<file path="src/hdl/sitoa_pkg.sv">
// Shared types, character constants and the control program for the signed
// integer to ASCII converter. No dependencies; used by the top level.
package sitoa_pkg;

  // Radix register limits and reset value.
  localparam logic [5:0] RADIX_MIN   = 6'd2;
  localparam logic [5:0] RADIX_MAX   = 6'd36;
  localparam logic [5:0] RADIX_RESET = 6'd10;

  // Digit to ASCII mapping.
  localparam logic [5:0] DECIMAL_DIGITS  = 6'd10;
  localparam logic [7:0] CHAR_ZERO       = 8'h30;  // '0'
  localparam logic [7:0] CHAR_ALPHA_BASE = 8'h37;  // 'A' - 10
  localparam logic [7:0] CHAR_MINUS      = 8'h2D;  // '-'

  // Program counter of the sequencer.
  localparam int unsigned PROG_LEN = 8;
  typedef logic [2:0] step_t;

  // Datapath operation selected by a control word.
  typedef enum logic [2:0] {
    OP_LOAD     = 3'd0,  // wait for an input beat, take magnitude and sign
    OP_SIGN     = 3'd1,  // emit '-' for a negative value
    OP_DIV_INIT = 3'd2,  // clear remainder, arm bit counter
    OP_DIV_STEP = 3'd3,  // one restoring division step
    OP_STORE    = 3'd4,  // store remainder digit, quotient becomes magnitude
    OP_READ     = 3'd5,  // read the next digit, most significant first
    OP_EMIT     = 3'd6,  // send the digit character
    OP_NOP      = 3'd7
  } op_e;

  // Jump condition of a control word; otherwise the step counter advances.
  typedef enum logic [2:0] {
    C_NONE      = 3'd0,
    C_ALWAYS    = 3'd1,
    C_BITS_LEFT = 3'd2,  // division steps remain
    C_QUO_NZ    = 3'd3,  // quotient is not yet zero
    C_MORE      = 3'd4   // more digits to emit
  } cond_e;

  typedef struct packed {
    op_e   op;
    cond_e cond;
    step_t target;
  } ctrl_t;

  // Step addresses used as jump targets.
  localparam step_t STEP_LOAD     = 3'd0;
  localparam step_t STEP_DIV_INIT = 3'd2;
  localparam step_t STEP_DIV_STEP = 3'd3;
  localparam step_t STEP_READ     = 3'd5;

  // Control program, one word per step.
  localparam ctrl_t PROGRAM [PROG_LEN] = '{
    '{op: OP_LOAD,     cond: C_NONE,      target: STEP_LOAD},
    '{op: OP_SIGN,     cond: C_NONE,      target: STEP_LOAD},
    '{op: OP_DIV_INIT, cond: C_NONE,      target: STEP_LOAD},
    '{op: OP_DIV_STEP, cond: C_BITS_LEFT, target: STEP_DIV_STEP},
    '{op: OP_STORE,    cond: C_QUO_NZ,    target: STEP_DIV_INIT},
    '{op: OP_READ,     cond: C_NONE,      target: STEP_LOAD},
    '{op: OP_EMIT,     cond: C_MORE,      target: STEP_READ},
    '{op: OP_NOP,      cond: C_ALWAYS,    target: STEP_LOAD}
  };

endpackage

</file>
<file path="src/hdl/signed_integer_to_ascii_any_base.sv">
// Signed integer to ASCII text converter in a programmable base, built as a
// microcoded sequencer. Depends on sitoa_pkg for types and the program.
//
// Usage:
//   Input stream s_axis_*: one beat carries one two's complement integer.
//   Output stream m_axis_*: one beat per ASCII character, most significant
//   digit first, preceded by '-' for a negative value; tlast marks the final
//   character of each number. Digits above nine use 'A'..'Z'.
//   cfg_we_i/cfg_wdata_i write the radix (2..36; 0 and 1 act as 2, values
//   above 36 act as 36). Write it only while the block is idle.
// Timing:
//   One input is processed at a time. Each digit is computed on the
//   bit-serial restoring divider (init, VALUE_BITS steps, store), and
//   each character takes a digit store read and a send. A minus sign is
//   sent right after the input beat; the first digit appears after all
//   digits are computed.
// Reset and stall:
//   Reset returns the step counter to the input wait step, empties the
//   output register and sets the radix to ten. A stalled receiver holds the
//   output beat; the sequencer waits at its sign or emit step. The next input
//   beat is taken while the final character of the previous number is still
//   pending.
module signed_integer_to_ascii_any_base #(
  parameter int unsigned VALUE_BITS = 32
) (
  input  logic                                  clk_i,
  input  logic                                  rst_ni,
  input  logic                                  cfg_we_i,
  input  logic [5:0]                            cfg_wdata_i,    // radix
  input  logic                                  s_axis_tvalid,
  output logic                                  s_axis_tready,
  input  logic [((VALUE_BITS + 7) / 8) * 8 - 1:0] s_axis_tdata, // value
  output logic                                  m_axis_tvalid,
  input  logic                                  m_axis_tready,
  output logic [7:0]                            m_axis_tdata,   // character
  output logic                                  m_axis_tlast    // last
);

  localparam int unsigned IDX_W = $clog2(VALUE_BITS);
  localparam int unsigned CNT_W = $clog2(VALUE_BITS + 1);
  localparam int unsigned BIT_W = $clog2(VALUE_BITS);

  // Sequencer state.
  sitoa_pkg::step_t step_q, step_d;
  sitoa_pkg::ctrl_t ctrl;
  logic             hold;
  logic             cond_true;

  // Datapath registers.
  logic [5:0]            radix_q;
  logic [5:0]            radix_eff;
  logic                  neg_q, neg_d;
  logic [VALUE_BITS-1:0] quo_q, quo_d;
  logic [5:0]            rem_q, rem_d;
  logic [BIT_W-1:0]      bitcnt_q, bitcnt_d;
  logic [CNT_W-1:0]      cnt_q, cnt_d;
  logic [CNT_W-1:0]      cnt_dec;
  logic [VALUE_BITS-1:0] in_value;

  // Division step signals.
  logic [6:0] trial;
  logic [6:0] diff;
  logic       ge;

  // Digit store.
  logic [5:0] digit_mem [VALUE_BITS];
  logic [5:0] rdata_q;
  logic       mem_we;
  logic       mem_re;

  // Output register.
  logic       m_valid_q, m_valid_d;
  logic [7:0] m_data_q, m_data_d;
  logic       m_last_q, m_last_d;
  logic       out_free;
  logic       emit;

  // Clamp the radix into the supported range.
  always_comb begin
    radix_eff = radix_q;
    if (radix_q < sitoa_pkg::RADIX_MIN) begin
      radix_eff = sitoa_pkg::RADIX_MIN;
    end else if (radix_q > sitoa_pkg::RADIX_MAX) begin
      radix_eff = sitoa_pkg::RADIX_MAX;
    end
  end

  // Radix register.
  always_ff @(posedge clk_i or negedge rst_ni) begin
    if (!rst_ni) begin
      radix_q <= sitoa_pkg::RADIX_RESET;
    end else if (cfg_we_i) begin
      radix_q <= cfg_wdata_i;
    end
  end

  assign in_value = s_axis_tdata[VALUE_BITS-1:0];
  assign out_free = !m_valid_q || m_axis_tready;
  assign cnt_dec  = cnt_q - CNT_W'(1);

  // Fetch the control word and decide whether the step must wait.
  always_comb begin
    ctrl = sitoa_pkg::PROGRAM[step_q];
    case (ctrl.op)
      sitoa_pkg::OP_LOAD: hold = !s_axis_tvalid;
      sitoa_pkg::OP_SIGN: hold = neg_q && !out_free;
      sitoa_pkg::OP_EMIT: hold = !out_free;
      default:            hold = 1'b0;
    endcase
  end

  // Jump condition and next step.
  always_comb begin
    case (ctrl.cond)
      sitoa_pkg::C_ALWAYS:    cond_true = 1'b1;
      sitoa_pkg::C_BITS_LEFT: cond_true = (bitcnt_q != '0);
      sitoa_pkg::C_QUO_NZ:    cond_true = (quo_q != '0);
      sitoa_pkg::C_MORE:      cond_true = (cnt_q != CNT_W'(1));
      default:                cond_true = 1'b0;
    endcase
    if (hold) begin
      step_d = step_q;
    end else if (cond_true) begin
      step_d = ctrl.target;
    end else begin
      step_d = step_q + 3'd1;
    end
  end

  // One restoring division step on the magnitude held in quo_q.
  always_comb begin
    trial = {rem_q, quo_q[VALUE_BITS-1]};
    diff  = trial - {1'b0, radix_eff};
    ge    = (trial >= {1'b0, radix_eff});
  end

  // Datapath control from the current control word.
  always_comb begin
    neg_d    = neg_q;
    quo_d    = quo_q;
    rem_d    = rem_q;
    bitcnt_d = bitcnt_q;
    cnt_d    = cnt_q;
    mem_we   = 1'b0;
    mem_re   = 1'b0;
    emit     = 1'b0;
    m_data_d = m_data_q;
    m_last_d = m_last_q;
    if (!hold) begin
      case (ctrl.op)
        sitoa_pkg::OP_LOAD: begin
          neg_d = in_value[VALUE_BITS-1];
          quo_d = in_value[VALUE_BITS-1] ? (~in_value + 1'b1) : in_value;
          cnt_d = '0;
        end
        sitoa_pkg::OP_SIGN: begin
          if (neg_q) begin
            emit     = 1'b1;
            m_data_d = sitoa_pkg::CHAR_MINUS;
            m_last_d = 1'b0;
          end
        end
        sitoa_pkg::OP_DIV_INIT: begin
          rem_d    = '0;
          bitcnt_d = BIT_W'(VALUE_BITS - 1);
        end
        sitoa_pkg::OP_DIV_STEP: begin
          rem_d    = ge ? diff[5:0] : trial[5:0];
          quo_d    = {quo_q[VALUE_BITS-2:0], ge};
          bitcnt_d = bitcnt_q - BIT_W'(1);
        end
        sitoa_pkg::OP_STORE: begin
          mem_we = 1'b1;
          cnt_d  = cnt_q + CNT_W'(1);
        end
        sitoa_pkg::OP_READ: begin
          mem_re = 1'b1;
        end
        sitoa_pkg::OP_EMIT: begin
          emit     = 1'b1;
          m_data_d = (rdata_q < sitoa_pkg::DECIMAL_DIGITS)
                   ? (sitoa_pkg::CHAR_ZERO + {2'b00, rdata_q})
                   : (sitoa_pkg::CHAR_ALPHA_BASE + {2'b00, rdata_q});
          m_last_d = (cnt_q == CNT_W'(1));
          cnt_d    = cnt_dec;
        end
        default: begin
        end
      endcase
    end
  end

  // Output beat valid flag.
  always_comb begin
    if (emit) begin
      m_valid_d = 1'b1;
    end else if (m_axis_tready) begin
      m_valid_d = 1'b0;
    end else begin
      m_valid_d = m_valid_q;
    end
  end

  // Control registers.
  always_ff @(posedge clk_i or negedge rst_ni) begin
    if (!rst_ni) begin
      step_q    <= sitoa_pkg::STEP_LOAD;
      bitcnt_q  <= '0;
      cnt_q     <= '0;
      m_valid_q <= 1'b0;
      quo_q     <= '0;
    end else begin
      step_q    <= step_d;
      bitcnt_q  <= bitcnt_d;
      cnt_q     <= cnt_d;
      m_valid_q <= m_valid_d;
      quo_q     <= quo_d;
    end
  end

  // Payload registers.
  always_ff @(posedge clk_i) begin
    neg_q    <= neg_d;
    rem_q    <= rem_d;
    m_data_q <= m_data_d;
    m_last_q <= m_last_d;
  end

  // Digit store, least significant digit at index zero, registered read.
  always_ff @(posedge clk_i) begin
    if (mem_we) begin
      digit_mem[cnt_q[IDX_W-1:0]] <= rem_q;
    end
    if (mem_re) begin
      rdata_q <= digit_mem[cnt_dec[IDX_W-1:0]];
    end
  end

  assign s_axis_tready = (ctrl.op == sitoa_pkg::OP_LOAD);
  assign m_axis_tvalid = m_valid_q;
  assign m_axis_tdata  = m_data_q;
  assign m_axis_tlast  = m_last_q;

endmodule

</file>
<file path="config.mk">
export PLATFORM = sky130hd
export DESIGN_NAME = signed_integer_to_ascii_any_base
export DESIGN_NICKNAME = d
export VERILOG_FILES = /design/src/hdl/sitoa_pkg.sv /design/src/hdl/signed_integer_to_ascii_any_base.sv
export SDC_FILE = /design/constraint.sdc
export NUM_CORES = 1
export LEC_CHECK = 0
export BUFFER_PORTS_ARGS = -buffer_cell sky130_fd_sc_hd__buf_2
export CAP_MARGIN = 10
export CORE_ASPECT_RATIO = 1.4
export CORE_UTILIZATION = 35
export DETAILED_ROUTE_END_ITERATION = 7
export GPL_ROUTABILITY_DRIVEN = 0
export PLACE_DENSITY = 0.54
export RECOVER_POWER = 50
export SYNTH_ARGS = -nofsm -noshare
export SYNTH_HDL_FRONTEND = slang
export SYNTH_SLANG_ARGS = --single-unit
</file>
<file path="constraint.sdc">
create_clock -name clk_i -period 3.3 [get_ports clk_i]
set_input_delay 0 -clock clk_i [delete_from_list [all_inputs] [get_ports clk_i]]
set_output_delay 0 -clock clk_i [all_outputs]
set_load 0.1 [all_outputs]
</file>
After elaboration in Yosys (flattened, before gate mapping)
Memory sizes are Yosys's and may differ from the RTL's. A register that Yosys moved wholly into a read port is not among the register bits.
Cells that the tools add are included.

word-level totals
  word-level logic and storage cells = 88
  output and inout port bits = 11
  bits in read-only memories = 72
  RAM bits = 192
  flip-flop bits (word level) = 69
  bits in latches = 0
  input port bits = 43
  memories = 2

memories
  memory           words  width  rd ports  clocked after Yosys merged registers in  write ports  RTL line                                 RTL
  digit_mem        32     6      1         1                                        1            signed_integer_to_ascii_any_base.sv:66   logic [5:0] digit_mem [VALUE_BITS];
  (no name shown)  8      9      1         0                                        0            signed_integer_to_ascii_any_base.sv:103  ctrl = sitoa_pkg::PROGRAM[step_q];

cells by class
  shift-type cells = 0
  equal/unequal tests = 13
  reduce and logical (&&, ||, !) cells = 18
  divide/modulo/power cells = 0
  bitwise gates (word level) = 3
  add/subtract/negate cells = 8
  mux-type cells = 29
  order comparisons = 5
  multipliers = 0

operators by type and width
  kind                     number
  $pmux W32 S2             1
  $add A32 B1 Y32 const B  1
  $mux W32                 1
  $not A32 Y32             1
  $reduce_bool A32 Y1      1
  $mux W6                  3
  $mux W9                  2
  $pmux W6 S3              1
  $pmux W8 S2              1
  $add A6 B6 Y7 const A    2
  $eq A3 B2 Y1 const B     4
  $eq A3 B3 Y1 const B     4
  $pmux W6 S2              1
  $mux W1                  11
  $pmux W5 S2              1
  $mux W8                  1
  $reduce_and A2 Y1        4
  $reduce_bool A2 Y1       4
  $ge A7 B6 Y1             1
  $mux W7                  1
  $add A6 B1 Y6 const B    1
  $eq A3 B1 Y1 const B     2
  $eq A6 B1 Y1 const B     1
  $gt A6 B6 Y1 const B     1
  22 further kinds         25

Longest topological paths before layout
  word-level depth = 9
  mapped depth = 11
  mapped depth without buffers = 11

Worst setup path after synthesis
No wires, ideal clock.

  path kind = register to register
  start point = register cnt_q[0]
  end point = register rdata_q[0], read port of digit_mem (data pin)
  cell stages (with the launch flop) = 10
  data arrival time = 2791 ps
  buffers on the path = 4
  data required time = 3040 ps
  library setup time = 260 ps
  clock period less this slack = 3051 ps
  slack = 249 ps
  cell sequence = dfrtp_1 -> clkbuf_1 -> buf_2 -> inv_1 -> ha_1 -> clkbuf_1 -> clkbuf_1 -> mux4_2 -> mux4_2 -> mux2_2

on the way
  word-level cells in the longest chain between the ends = 1

ends and longest elaborated chain
  element                   RTL line                                 RTL
  start: declaration        signed_integer_to_ascii_any_base.sv:56   logic [CNT_W-1:0] cnt_q, cnt_d;
  start signal: assignment  signed_integer_to_ascii_any_base.sv:215  cnt_q <= cnt_d;
  $sub A6 B1 Y6             signed_integer_to_ascii_any_base.sv:99   assign cnt_dec = cnt_q - CNT_W'(1);
  end: declaration          signed_integer_to_ascii_any_base.sv:67   logic [5:0] rdata_q;

Every way passes these cells.
A chain may end at the register's enable or synchronous reset.

Worst setup path in the final report
  start point = input port s_axis_tdata[31]
  end point = register quo_q[12]

on the way
  word-level cells in the longest chain between the ends = 2

ends and longest elaborated chain
  element                 RTL line                                 RTL
  start: declaration      signed_integer_to_ascii_any_base.sv:32   input logic [((VALUE_BITS + 7) / 8) * 8 - 1:0] s_axis_tdata,
  $mux W32                signed_integer_to_ascii_any_base.sv:153  quo_d = in_value[VALUE_BITS-1] ? (~in_value + 1'b1) : in_value;
  $pmux W32 S2            signed_integer_to_ascii_any_base.sv:150  case (ctrl.op)
  end signal: assignment  signed_integer_to_ascii_any_base.sv:217  quo_q <= quo_d;
  end: declaration        signed_integer_to_ascii_any_base.sv:53   logic [VALUE_BITS-1:0] quo_q, quo_d;

Every way passes these cells.

==> results.txt <==
The transition at the pin with the smallest max-transition slack is 1.97 ns. The share of final-layout standard cells stronger than drive strength 1 is 21.9%. The post-route fraction of the period consumed by the critical path came out at 88.7%. The per-instance average area after synthesis is 14.5 um2. The checks that failed: max-capacitance violations, max-slew violations. The instance area after placement came out at 13300 um2. The width of the chip is 160 um. The finished cells cover 14800 um2. The number of nets in the synthesized netlist is 909. The die area came out at 35700 um2. The number of nets in the layout came out at 1058. The number of port buffers came out at 52. The final setup skew is 0.0182 ns. The clock insertion delay at the later pin of the skew report is 0.55 ns. In this run the number of H-tree levels came out at 1. The worst setup path is launched from a primary input.

The number of antenna violations at the first check in global routing was 0. The data required time of the worst path is 3.78 ns. The number of top-level design ports came out at 54. The post-cts resize count came out at 0. For this run the aggregate overflow at the end of global routing stands at 0. The first global-routing pass estimated 42400 um of wire. The count of nets left with antenna violations once routing finished came out at 0. The number of slew-limit violations in the final report is 35. The total area inside the core boundary comes to 34200 um2. The cell at the root of the clock tree is clkbuf_16.

The worst pin sits at a relative slew slack of -31.1%. The cell count after synthesis is 843. The count of unresolved DRC violations after routing is 0.

The accumulated negative setup slack came out at 0 ns. The antenna diode count is 0. The completed layout was analyzed and its total power is 13000 uW.

For this design the ratio of total power to cell area is 881 nW/um2. The data arrival time of the worst path came out at 3.40 ns. The overall routed net length is 27200 um.

Entering global routing, the biggest net connects 53 pins. The average via count per standard cell is 5.02. The area added between synthesis and finish is 20.8%. The core occupancy in the finished layout is 43.1%. The number of unique standard cell types used by synthesis came out at 63.

The number of endpoints failing setup at the final stage is 0. Among all flip-flop cells after synthesis, the most frequent one is edfxtp_1. The clock net in this run drives a total of 266 sinks.

The peak fanout along the critical path is 24. Sequential elements use 63.2% of the synthesized area. The average routed wire per standard cell is 18.6 um. The number of clock buffers added by TritonCTS is 27. The shortest clock period the worst path allows after layout came out at 2.93 ns. The max-cap check violation count is 1. The global router's overall resource usage came out at 15.4%. The worst hold-check path type is in -> reg. The top cell type's share of synthesized area came out at 52.3%. The clock transition at the register clock pins on the worst setup and hold paths after CTS is 0.06 ns. The CTS tree is done. The hold buffer count at cts is 51. For this block, the via count after detailed routing is 7334. Summed over all instances, the cell type with the most area after synthesis is edfxtp_1.

Setup repair after global routing left no endpoint under its margin. The number of detailed-routing iterations run before antenna repair came out at 6. The highest ir drop seen on vdd is 596 uV. The cell area after technology mapping is 12200 um2. The number of standard-cell rows in the floorplan came out at 80. The worst setup path is captured at a flip-flop. The first routing iteration left 329 violations. The via count of the first global-routing pass was 7518. The class of the most critical setup path is in -> reg. The number of flops mapped to enable cells by yosys came out at 213. The analysis attributes to cell leakage a power of 0.00522 uW. The placed wire-length estimate after detailed placement is 18600 um.

During synthesis, Yosys emitted a total of 0 warnings. The flow ran to the end, but the final reports show violations. After synthesis the netlist holds a flip-flop and latch count of 266.

The number of buffers on the longest clock path came out at 3. Sorting the synthesized cells by area gives the leading types as edfxtp_1 52%, mux4_2 11%, dfrtp_1 10%. Static timing analysis puts the maximum clock frequency at 342 MHz. The post-synthesis async set-or-reset flop share came out at 19.9%. The number of failing hold endpoints at the final stage is 0. The die outline height is 223 um. The starting density of the core is 35.7%. The buffer count from post-CTS setup fixing is 0.
layout by cell type (no fill, tap or decap), types with 9 or more instances in the layout:
cell | synthesis | final
edfxtp_1 | 213 | 213
dlygate4sd3_1 | 0 | 51
nand3_1 | 9 | 9
mux4_2 | 60 | 60
nor4_1 | 12 | 12
xor2_1 | 12 | 12
o21ai_0 | 40 | 41
clkbuf_1 | 26 | 17
clkbuf_16 | 0 | 27
mux2i_1 | 16 | 16
buf_2 | 7 | 41
nor2_1 | 79 | 79
mux2_2 | 13 | 13
buf_4 | 1 | 45
dfrtp_1 | 51 | 50
xnor2_1 | 25 | 24
nand2_1 | 72 | 72
o31ai_1 | 11 | 11
inv_1 | 18 | 18
ha_1 | 22 | 20
a21oi_1 | 33 | 33
cells in the mapped netlist (6+ instances only):
cell and number:
a21oi_1 33, buf_2 7, clkbuf_1 26, dfrtp_1 51
edfxtp_1 213, ha_1 22, inv_1 18, mux2_2 13
mux2i_1 16, mux4_2 60, nand2_1 72, nand3_1 9
nand4_1 6, nor2_1 79, nor3_1 8, nor4_1 12
o21ai_0 40, o21ai_1 8, o221ai_1 6, o31ai_1 11
or3_1 7, xnor2_1 25, xor2_1 12
through the flow:
stage / hold slack [ns] / instances / worst slack [ns]
after floorplan: -0.296 / 843 / 0.249
after global placement: 0.153 / 1363 / 0.575
after detailed placement: 0.146 / 1363 / 0.545
after CTS: 0.0178 / 1461 / 0.526
after global routing: 0.0596 / 1461 / 0.234
final: 0.0179 / 1461 / 0.372
per-layer routing:
metal | track usage, % | wire (um) | part of all wire [%] | vias up
li1 | - | - | - | 3552
met1 | 17.1 | 10700 | 39 | 3651
met2 | 30.4 | 15400 | 57 | 103
met3 | 1.80 | 676 | 2.5 | 28
met4 | 4.21 | 472 | 1.7 | 0
met5 | 0 | 0 | 0 | -
cell type report:
class                   count  area (um2)
fillers                  3134       19500
flip-flops and latches    266        7730
multi-input cells         520        4290
repair buffers            156        1160
clock buffers              27         676
well taps                 451         564
clock inverters            20         272
inverters                  21        78.8
logic make-up after synthesis:
family / after synthesis / share of synthesized area, %
flops: 266 / 63.2
simple gates: 227 / 8.95
compound gates: 143 / 7.35
mux: 89 / 13.6
buf+inv: 57 / 1.85
xor+xnor: 37 / 2.65
fa+ha+maj: 23 / 2.42
other cells: 1 / 0.0307
registers in the layout, indices dropped and copies added (netlist names), 3 cells and up:
name / flops
step_q: 3
cnt_q: 6
bitcnt_q: 5
m_axis_tdata: 7
rem_q: 6
radix_q: 6
rdata_q: 6
quo_q: 32
digit_mem: 192
power breakdown:
part / internal, uW / total, uW / switching, uW
Combinational: 2080 / 4800 / 2730
Clock: 1970 / 3270 / 1300
Sequential: 4520 / 4930 / 413
Total: 8570 / 13000 / 4440
worst paths after layout:
path | end | slack [ns] | cells after the start | from
setup / recovery | quo_q[12] | 0.37 | 9 | s_axis_tdata[31]
hold / removal | quo_q[0] | 0.02 | 5 | s_axis_tdata[0]
setup reg to reg | rem_q[4] | 0.51 | 10 | radix_q[4]
hold reg to reg | cnt_q[5] | 0.49 | 1 | cnt_q[5]
max in group asynchronous | radix_q[4] | 0.95 | 3 | rst_ni
min in group asynchronous | cnt_q[1] | 0.55 | 2 | rst_ni
worst max-delay path, cell delays in order:
cell	delay, ns
dlygate4sd3_1	0.52
clkbuf_1	0.80
clkinv_1	0.60
a21oi_1	0.34
a21oi_1	0.08
xor2_1	0.20
o211ai_1	0.16
o21a_1	0.14
dlygate4sd3_1	0.55
Note: power is estimated with default switching activity, not from simulation.
